--- src/rtl/core/two_class_priority_queue_assert.svh ---
// assertion macros shared by the queue modules
`ifndef TWO_CLASS_PRIORITY_QUEUE_ASSERT_SVH
`define TWO_CLASS_PRIORITY_QUEUE_ASSERT_SVH

// property must hold at every clock edge out of reset
`define TCPQ_ASSERT(label, clk, rst_n, prop, msg) \
    label: assert property (@(posedge clk) disable iff (!rst_n) (prop)) else $error(msg);

// expression must never be true out of reset
`define TCPQ_NEVER(label, clk, rst_n, expr, msg) \
    label: assert property (@(posedge clk) disable iff (!rst_n) !(expr)) else $error(msg);

`endif

--- src/rtl/core/tcpq_pkg.sv ---
// shared types and constants for the two-class priority queue
package tcpq_pkg;

    localparam int CLASS_DEPTH = 16;
    localparam int VALUE_WIDTH = 32;
    localparam int COUNT_W     = 6;
    localparam int IDX_W       = $clog2(CLASS_DEPTH);
    localparam int CNT_W       = $clog2(CLASS_DEPTH + 1);
    localparam int RAM_AW      = IDX_W + 1;
    localparam int RAM_DEPTH   = 1 << RAM_AW;
    localparam int S_TDATA_W   = ((VALUE_WIDTH + 7) / 8) * 8;
    localparam int S_TUSER_W   = 1;
    localparam int M_TDATA_W   = ((VALUE_WIDTH + COUNT_W + 7) / 8) * 8;
    localparam int M_TUSER_W   = 3;
    localparam logic signed [VALUE_WIDTH-1:0] THRESHOLD_RESET = VALUE_WIDTH'(60);

    localparam logic CMD_ENQ = 1'b0;
    localparam logic CMD_DEQ = 1'b1;

    typedef enum logic [1:0] {
        STAT_OK    = 2'd0,
        STAT_EMPTY = 2'd1,
        STAT_FULL  = 2'd2
    } status_t;

    typedef enum logic {
        S_IDLE,
        S_READ
    } ctrl_state_t;

    typedef struct packed {
        logic accept;
        logic load_ram;
    } dp_cmd_t;

    typedef struct packed {
        logic deq_hit;
        logic out_free;
    } dp_stat_t;

endpackage

--- src/rtl/core/two_class_priority_queue.sv ---
// Two-class priority queue top level: controller, datapath and class store.
// Enqueue and dequeue-on-empty: result registered in the cycle after the input beat.
// Dequeue with an item: the value passes the registered store read, then the output
// register; no new input is taken during that read.
// Throughput: one command per cycle for enqueues while the output is free.
// Reset (rst_n, async): both classes empty, threshold 60, no result held.
module two_class_priority_queue (
    input  logic                           clk,
    input  logic                           rst_n,
    input  logic                           cfg_valid,
    output logic                           cfg_ready,
    input  logic [tcpq_pkg::VALUE_WIDTH-1:0] cfg_data,
    input  logic                           s_tvalid,
    output logic                           s_tready,
    input  logic [tcpq_pkg::S_TDATA_W-1:0] s_tdata,   // value
    input  logic [tcpq_pkg::S_TUSER_W-1:0] s_tuser,   // command
    output logic                           m_tvalid,
    input  logic                           m_tready,
    output logic [tcpq_pkg::M_TDATA_W-1:0] m_tdata,   // out_value, item_count, zero pad
    output logic [tcpq_pkg::M_TUSER_W-1:0] m_tuser    // out_valid, status
);
    import tcpq_pkg::*;

    dp_cmd_t  cmd;
    dp_stat_t stat;

    tcpq_ctrl u_ctrl (
        .clk     (clk),
        .rst_n   (rst_n),
        .s_tvalid(s_tvalid),
        .s_tready(s_tready),
        .cmd     (cmd),
        .stat    (stat)
    );

    tcpq_datapath u_dp (
        .clk      (clk),
        .rst_n    (rst_n),
        .cmd      (cmd),
        .stat     (stat),
        .cfg_valid(cfg_valid),
        .cfg_ready(cfg_ready),
        .cfg_data (cfg_data),
        .s_tdata  (s_tdata),
        .s_tuser  (s_tuser),
        .m_tvalid (m_tvalid),
        .m_tready (m_tready),
        .m_tdata  (m_tdata),
        .m_tuser  (m_tuser)
    );

endmodule

--- src/rtl/core/tcpq_ram.sv ---
// generic single-write, single-read ram with registered read data
module tcpq_ram #(
    parameter int WIDTH = 32,
    parameter int DEPTH = 32
) (
    input  logic                     clk,
    input  logic                     we,
    input  logic [$clog2(DEPTH)-1:0] waddr,
    input  logic [WIDTH-1:0]         wdata,
    input  logic                     re,
    input  logic [$clog2(DEPTH)-1:0] raddr,
    output logic [WIDTH-1:0]         rdata
);

    logic [WIDTH-1:0] mem [DEPTH];

    always_ff @(posedge clk)
    begin
        if (we)
        begin
            mem[waddr] <= wdata;
        end
        if (re)
        begin
            rdata <= mem[raddr];
        end
    end

endmodule

--- src/rtl/core/tcpq_datapath.sv ---
// ring pointers, class store, threshold register and output register
module tcpq_datapath (
    input  logic                          clk,
    input  logic                          rst_n,
    input  tcpq_pkg::dp_cmd_t             cmd,
    output tcpq_pkg::dp_stat_t            stat,
    input  logic                          cfg_valid,
    output logic                          cfg_ready,
    input  logic [tcpq_pkg::VALUE_WIDTH-1:0] cfg_data,
    input  logic [tcpq_pkg::S_TDATA_W-1:0] s_tdata,   // value
    input  logic [tcpq_pkg::S_TUSER_W-1:0] s_tuser,   // command
    output logic                          m_tvalid,
    input  logic                          m_tready,
    output logic [tcpq_pkg::M_TDATA_W-1:0] m_tdata,   // out_value, item_count
    output logic [tcpq_pkg::M_TUSER_W-1:0] m_tuser    // out_valid, status
);
    import tcpq_pkg::*;
    `include "two_class_priority_queue_assert.svh"

    logic signed [VALUE_WIDTH-1:0] thr_reg;
    logic [IDX_W-1:0] p_head_reg, p_head_next, p_tail_reg, p_tail_next;
    logic [IDX_W-1:0] n_head_reg, n_head_next, n_tail_reg, n_tail_next;
    logic [CNT_W-1:0] p_count_reg, p_count_next, n_count_reg, n_count_next;
    logic             out_valid_reg, out_valid_next;
    logic [VALUE_WIDTH-1:0] out_value_reg, out_value_next;
    logic             out_flag_reg, out_flag_next;
    status_t          out_status_reg, out_status_next;
    logic [COUNT_W-1:0] out_count_reg, out_count_next;

    logic                   ram_we, ram_re;
    logic [RAM_AW-1:0]      ram_waddr, ram_raddr;
    logic [VALUE_WIDTH-1:0] ram_rdata;
    logic signed [VALUE_WIDTH-1:0] in_value;
    logic                   in_cmd, is_prio, load_imm;
    status_t                imm_status;
    logic [CNT_W:0]         total_next;

    function automatic logic [IDX_W-1:0] ring_next(input logic [IDX_W-1:0] idx);
        logic [IDX_W-1:0] r;
        if (idx == IDX_W'(CLASS_DEPTH - 1))
        begin
            r = '0;
        end
        else
        begin
            r = idx + IDX_W'(1);
        end
        return r;
    endfunction

    tcpq_ram #(
        .WIDTH(VALUE_WIDTH),
        .DEPTH(RAM_DEPTH)
    ) u_store (
        .clk  (clk),
        .we   (ram_we),
        .waddr(ram_waddr),
        .wdata(in_value),
        .re   (ram_re),
        .raddr(ram_raddr),
        .rdata(ram_rdata)
    );

    assign cfg_ready = 1'b1;
    assign in_value  = s_tdata[VALUE_WIDTH-1:0];
    assign in_cmd    = s_tuser[0];
    assign is_prio   = (in_value >= thr_reg);

    assign stat.deq_hit  = (in_cmd == CMD_DEQ) &&
                           ((p_count_reg != '0) || (n_count_reg != '0));
    assign stat.out_free = !out_valid_reg || m_tready;

    always_comb
    begin
        p_head_next  = p_head_reg;
        p_tail_next  = p_tail_reg;
        p_count_next = p_count_reg;
        n_head_next  = n_head_reg;
        n_tail_next  = n_tail_reg;
        n_count_next = n_count_reg;
        ram_we       = 1'b0;
        ram_re       = 1'b0;
        ram_waddr    = {1'b1, p_tail_reg};
        ram_raddr    = {1'b1, p_head_reg};
        load_imm     = 1'b0;
        imm_status   = STAT_OK;
        if (cmd.accept)
        begin
            if (in_cmd == CMD_ENQ)
            begin
                load_imm = 1'b1;
                if (is_prio)
                begin
                    if (p_count_reg == CNT_W'(CLASS_DEPTH))
                    begin
                        imm_status = STAT_FULL;
                    end
                    else
                    begin
                        ram_we       = 1'b1;
                        ram_waddr    = {1'b1, p_tail_reg};
                        p_tail_next  = ring_next(p_tail_reg);
                        p_count_next = p_count_reg + CNT_W'(1);
                    end
                end
                else
                begin
                    if (n_count_reg == CNT_W'(CLASS_DEPTH))
                    begin
                        imm_status = STAT_FULL;
                    end
                    else
                    begin
                        ram_we       = 1'b1;
                        ram_waddr    = {1'b0, n_tail_reg};
                        n_tail_next  = ring_next(n_tail_reg);
                        n_count_next = n_count_reg + CNT_W'(1);
                    end
                end
            end
            else if (p_count_reg != '0)
            begin
                ram_re       = 1'b1;
                ram_raddr    = {1'b1, p_head_reg};
                p_head_next  = ring_next(p_head_reg);
                p_count_next = p_count_reg - CNT_W'(1);
            end
            else if (n_count_reg != '0)
            begin
                ram_re       = 1'b1;
                ram_raddr    = {1'b0, n_head_reg};
                n_head_next  = ring_next(n_head_reg);
                n_count_next = n_count_reg - CNT_W'(1);
            end
            else
            begin
                load_imm   = 1'b1;
                imm_status = STAT_EMPTY;
            end
        end
    end

    assign total_next = {1'b0, p_count_next} + {1'b0, n_count_next};

    always_comb
    begin
        out_value_next  = out_value_reg;
        out_flag_next   = out_flag_reg;
        out_status_next = out_status_reg;
        out_count_next  = out_count_reg;
        out_valid_next  = out_valid_reg;
        if (m_tready)
        begin
            out_valid_next = 1'b0;
        end
        if (load_imm)
        begin
            out_value_next  = '0;
            out_flag_next   = 1'b0;
            out_status_next = imm_status;
            out_count_next  = COUNT_W'(total_next);
            out_valid_next  = 1'b1;
        end
        else if (cmd.load_ram)
        begin
            out_value_next  = ram_rdata;
            out_flag_next   = 1'b1;
            out_status_next = STAT_OK;
            out_count_next  = COUNT_W'(total_next);
            out_valid_next  = 1'b1;
        end
    end

    always_ff @(posedge clk or negedge rst_n)
    begin
        if (!rst_n)
        begin
            thr_reg       <= THRESHOLD_RESET;
            p_head_reg    <= '0;
            p_tail_reg    <= '0;
            p_count_reg   <= '0;
            n_head_reg    <= '0;
            n_tail_reg    <= '0;
            n_count_reg   <= '0;
            out_valid_reg <= 1'b0;
        end
        else
        begin
            if (cfg_valid && cfg_ready)
            begin
                thr_reg <= cfg_data;
            end
            p_head_reg    <= p_head_next;
            p_tail_reg    <= p_tail_next;
            p_count_reg   <= p_count_next;
            n_head_reg    <= n_head_next;
            n_tail_reg    <= n_tail_next;
            n_count_reg   <= n_count_next;
            out_valid_reg <= out_valid_next;
        end
    end

    always_ff @(posedge clk)
    begin
        out_value_reg  <= out_value_next;
        out_flag_reg   <= out_flag_next;
        out_status_reg <= out_status_next;
        out_count_reg  <= out_count_next;
    end

    assign m_tvalid = out_valid_reg;

    always_comb
    begin
        m_tdata = '0;
        m_tdata[VALUE_WIDTH-1:0] = out_value_reg;
        m_tdata[VALUE_WIDTH+COUNT_W-1:VALUE_WIDTH] = out_count_reg;
        m_tuser = {out_status_reg, out_flag_reg};
    end

    `TCPQ_NEVER(a_count_bound, clk, rst_n,
        (p_count_reg > CNT_W'(CLASS_DEPTH)) || (n_count_reg > CNT_W'(CLASS_DEPTH)),
        "class count above depth")
    `TCPQ_NEVER(a_ram_load_free, clk, rst_n, cmd.load_ram && out_valid_reg,
        "store read lands on a held result")
    `TCPQ_ASSERT(a_pop_count, clk, rst_n,
        (cmd.accept && stat.deq_hit) |=>
        (({1'b0, p_count_reg} + {1'b0, n_count_reg}) + (CNT_W + 1)'(1) ==
         $past({1'b0, p_count_reg} + {1'b0, n_count_reg})),
        "dequeue did not remove exactly one item")

endmodule

--- src/rtl/core/tcpq_ctrl.sv ---
// controller: input handshake and store read sequencing
module tcpq_ctrl (
    input  logic                clk,
    input  logic                rst_n,
    input  logic                s_tvalid,
    output logic                s_tready,
    output tcpq_pkg::dp_cmd_t   cmd,
    input  tcpq_pkg::dp_stat_t  stat
);
    import tcpq_pkg::*;
    `include "two_class_priority_queue_assert.svh"

    ctrl_state_t state_reg, state_next;

    always_ff @(posedge clk or negedge rst_n)
    begin
        if (!rst_n)
        begin
            state_reg <= S_IDLE;
        end
        else
        begin
            state_reg <= state_next;
        end
    end

    always_comb
    begin
        state_next   = state_reg;
        s_tready     = 1'b0;
        cmd.accept   = 1'b0;
        cmd.load_ram = 1'b0;
        case (state_reg)
            S_IDLE:
            begin
                s_tready   = stat.out_free;
                cmd.accept = s_tvalid && stat.out_free;
                // a dequeue that finds an item waits in S_READ for the store read
                if (cmd.accept && stat.deq_hit)
                begin
                    state_next = S_READ;
                end
            end
            S_READ:
            begin
                cmd.load_ram = 1'b1;
                state_next   = S_IDLE;
            end
            default:
            begin
                state_next = S_IDLE;
            end
        endcase
    end

    `TCPQ_ASSERT(a_read_follows_pop, clk, rst_n,
        (cmd.accept && stat.deq_hit) |=> cmd.load_ram,
        "store read not taken after dequeue")
    `TCPQ_NEVER(a_no_accept_in_read, clk, rst_n, (state_reg == S_READ) && s_tready,
        "input taken while store read pending")

endmodule

--- config.mk ---
export PLATFORM = sky130hd
export DESIGN_NAME = two_class_priority_queue
export DESIGN_NICKNAME = d
export VERILOG_FILES = /design/src/rtl/core/tcpq_pkg.sv /design/src/rtl/core/two_class_priority_queue.sv /design/src/rtl/core/tcpq_ram.sv /design/src/rtl/core/tcpq_datapath.sv /design/src/rtl/core/tcpq_ctrl.sv
export VERILOG_INCLUDE_DIRS = /design/src /design/src/rtl/core
export SDC_FILE = /design/constraint.sdc
export NUM_CORES = 2
export LEC_CHECK = 0
export BUFFER_PORTS_ARGS = -buffer_cell sky130_fd_sc_hd__buf_4
export CAP_MARGIN = 20
export CORE_ASPECT_RATIO = 0.9
export CORE_MARGIN = 4
export CORE_UTILIZATION = 56
export DETAILED_ROUTE_END_ITERATION = 16
export PLACE_DENSITY_LB_ADDON = 0.1
export SETUP_SLACK_MARGIN = 0.02
export SLEW_MARGIN = 10
export SYNTH_ARGS = -nofsm -noshare
export SYNTH_HDL_FRONTEND = slang
export SYNTH_SLANG_ARGS = --single-unit
--- constraint.sdc ---
create_clock -name clk -period 5.25 [get_ports clk]
set_input_delay 0 -clock clk [delete_from_list [all_inputs] [get_ports clk]]
set_output_delay 0 -clock clk [all_outputs]
set_load 0.05 [all_outputs]
==> metrics <==
clock net sink count 1157; async set-or-reset flop fraction in the synthesized netlist 0.0519; min-delay src s_tdata[11]; initial antenna violation count 4; clock period minus worst slack 5.07 ns; Internal Pwr Total 18.4 mW; total CTS buffers 115; largest register by flop count u_dp.u_store.mem; count of buffers inserted at the top-level ports 112; global-route wire length before repair 194000 um; run status completed; final WL 134000 um; Die Height 282 um; leakage power of the design 18.7 nW; most frequent cells in the layout 1064 x sky130_fd_sc_hd__edfxtp_1, 580 x sky130_fd_sc_hd__nand2_1, 275 x sky130_fd_sc_hd__nand3_1, 238 x sky130_fd_sc_hd__buf_4, 193 x sky130_fd_sc_hd__a211oi_1; number of placed I/O pins 116; highest ir drop seen on vdd 0.397 mV; number of gates given a new drive strength after cts 0; Pre-Repair DR Iteration Count 5; number of H-tree levels 3; met2 capacity usage during global routing 0.476; data required time at the worst endpoint 5.67 ns; Clock Power Share 0.301; max-slew violation count 0; number of maximum-capacitance constraint violations 0; floorplan core area 82700 um^2; final routed wire length divided by cell count 27.9 um; Clock Latency Late Sink 0.69 ns; power dissipated by switching net loads 9.70 mW; Synth Area per Inst 14.2 um^2; GP Congestion 0.844; post-CTS repair timing setup buffer count 0; pwr/cell area 512 nW/um^2; switch share 0.345; Critical Setup Path Class flop to flop; crit share post-route 0.966; overall via count from detail_route 30300; synthesized netlist cell count 3285; Hold-fix buffers, CTS 133; GRT Util Overall 0.299; final global-route overflow total 0; category of the worst setup path launch point flop; root buffer cell sky130_fd_sc_hd__clkbuf_16; cell depth of the worst min-delay path 2; clock transition at the registers of the reported paths 0.06 ns; Starting Density 0.566; depth of the most critical reg-to-reg path 16; vias per inst 6.31; area growth from synthesis to final layout 17.3%; unrepaired setup endpoints after global routing false; maximum root-to-sink buffer count 3; count of distinct cell types in the synthesized netlist 74; EDFF count, synth 1064; data arrival time at the worst-slack endpoint 5.49 ns; detailed placement HPWL 75900 um; met3 capacity usage during global routing 0.0506; number of setup violations in the final report 0; relative slew slack 0.163; maximum fanout along the worst path 8; Site Rows 100; maximum number of pins on one net before global-route repair 178; global route hottest layer met2; logic gate share of total power 0.311; net count of the finished layout 3685; Worst Hold Path EP u_dp.u_store.mem[27][11]; sum of internal, switching and leakage power 28.1 mW; nature of the critical path endpoint flop; class of the worst hold path input port to flop; summed instance area of the synthesized netlist 46800 um^2; post-synthesis register bit count 1157; DR iter-0 viols 3830; via count of the first global-routing pass 29300; share of layout cells above drive strength 1 0.148; Final TNS setup 0 ns; final hold vios 0; share of the core filled with cells in the final layout 0.664; antenna-violating nets left 0; max FFs per register 1024; most common library cell in the layout ignoring fill and taps sky130_fd_sc_hd__edfxtp_1; Highest Clock Rate 197 MHz; die area 88200 um^2; dominant synthesized flop cell sky130_fd_sc_hd__edfxtp_1; YS warnings 0; destination of the worst register-to-register timing path u_dp.out_count_reg[4]; share of the yosys chip area belonging to registers 0.729; launch instance of the worst register-to-register path u_dp.thr_reg[23]; transition time of the tightest slew-check pin 1.25 ns; minimum setup slack among reg-to-reg paths 0.18 ns; Seq pwr share 0.388; CTS tree yes; Setup Skew 0.0295 ns; horizontal die dimension 313 um; met1 track utilization from global routing 0.430; drc violations 0
-- worst max-delay path, cell delays in order (launching register included) --
cell and delay [ns]:
sky130_fd_sc_hd__dfrtp_1 0.37, sky130_fd_sc_hd__inv_1 0.08, sky130_fd_sc_hd__ha_1 0.26, sky130_fd_sc_hd__a21oi_1 0.24, sky130_fd_sc_hd__o21ai_0 0.18, sky130_fd_sc_hd__a221oi_1 0.44
sky130_fd_sc_hd__nand4_1 0.20, sky130_fd_sc_hd__o21ai_1 0.99, sky130_fd_sc_hd__nand3_1 0.55, sky130_fd_sc_hd__a31oi_1 0.37, sky130_fd_sc_hd__ha_1 0.22, sky130_fd_sc_hd__inv_1 0.06
sky130_fd_sc_hd__fa_1 0.46, sky130_fd_sc_hd__inv_1 0.08, sky130_fd_sc_hd__a21o_1 0.10, sky130_fd_sc_hd__a21oi_1 0.07, sky130_fd_sc_hd__xnor2_1 0.13
-- cell usage after synthesis (all sizes together) (33+ instances only) --
library cell,number,area share
a211oi,193,0.031
buf,108,0.013
a2111oi,64,0.014
clkbuf,117,0.0094
edfxtp,1064,0.68
nand2,583,0.047
nand3,276,0.030
ha,45,0.012
nand4,76,0.010
nor2,70,0.0060
o21ai,56,0.0061
a21boi,193,0.031
dfxtp,33,0.014
a221oi,33,0.010
inv,51,0.0041
mux2i,97,0.021
dfrtp,56,0.030
-- power by group through the flow --
stage	Clock [mW]	Combinational, mW	Sequential (mW)
2_1_floorplan	0	5.14	11.3
3_3_place_gp	0	8.37	11.1
3_5_place_dp	0	8.53	11.1
4_1_cts	8.53	8.65	10.9
5_1_grt	8.93	9.32	10.9
6_report	8.45	8.74	10.9
-- metrics by stage --
step | cells | hold slack, ns | instance area [um^2] | setup WS, ns
global route | 4791 | 0.163 | 54900 | 0.139
detailed placement | 4441 | 0.155 | 49600 | 0.648
global placement | 4441 | 0.144 | 49600 | 0.739
finish | 4792 | 0.177 | 54900 | 0.179
floorplan | 3286 | -0.296 | 46800 | 0.233
CTS | 4791 | 0.148 | 54900 | 0.604
-- area by class of cell --
type                            instances  area, um^2
Tap cell                             1122        1400
Clock buffer                          139        3090
Inverter                               51         191
Fill cell                            5721       27800
Sequential cell                      1157       34100
Timing Repair Buffer                  391        3530
Multi-Input combinational cell       1853       11700
Clock inverter                         78         820
Antenna cell                            1        2.50
-- cells by family (layout without fill, tap and decap cells) --
group	Yosys count	count (layout)	synth area share
multiplexers	102	102	0.0223
flip-flops	1157	1157	0.729
AO/OA/AOI/OAI	640	640	0.107
XOR/XNOR	8	8	0.00150
adder cells (fa/ha/maj)	46	46	0.0125
other	2	4	0.000161
buffers and inverters	276	659	0.0269
AND/OR/NAND/NOR	1054	1054	0.100
-- worst max path at each step --
stage                             start  slack, ns                     end  cells past startpoint
finish                 u_dp.thr_reg[23]       0.18   u_dp.out_count_reg[4]                     16
global route           u_dp.thr_reg[23]       0.14   u_dp.out_count_reg[4]                     16
CTS                 u_dp.n_count_reg[1]       0.60  u_dp.u_store.rdata[11]                     13
detailed placement  u_dp.n_count_reg[1]       0.65  u_dp.u_store.rdata[11]                     13
global placement        u_dp.thr_reg[5]       0.74   u_dp.out_count_reg[4]                     16
floorplan              u_dp.thr_reg[31]       0.23  u_dp.u_store.mem[3][0]                     11
-- per-layer routing --
layer | part of all wire | wire (um) | vias up
met5 | 0 | 0 | -
met4 | 0.029 | 3810 | 0
met3 | 0.094 | 12500 | 262
met2 | 0.47 | 62300 | 1658
met1 | 0.41 | 54900 | 15200
li1 | - | - | 13100
Note: power is estimated with default switching activity, not from simulation.
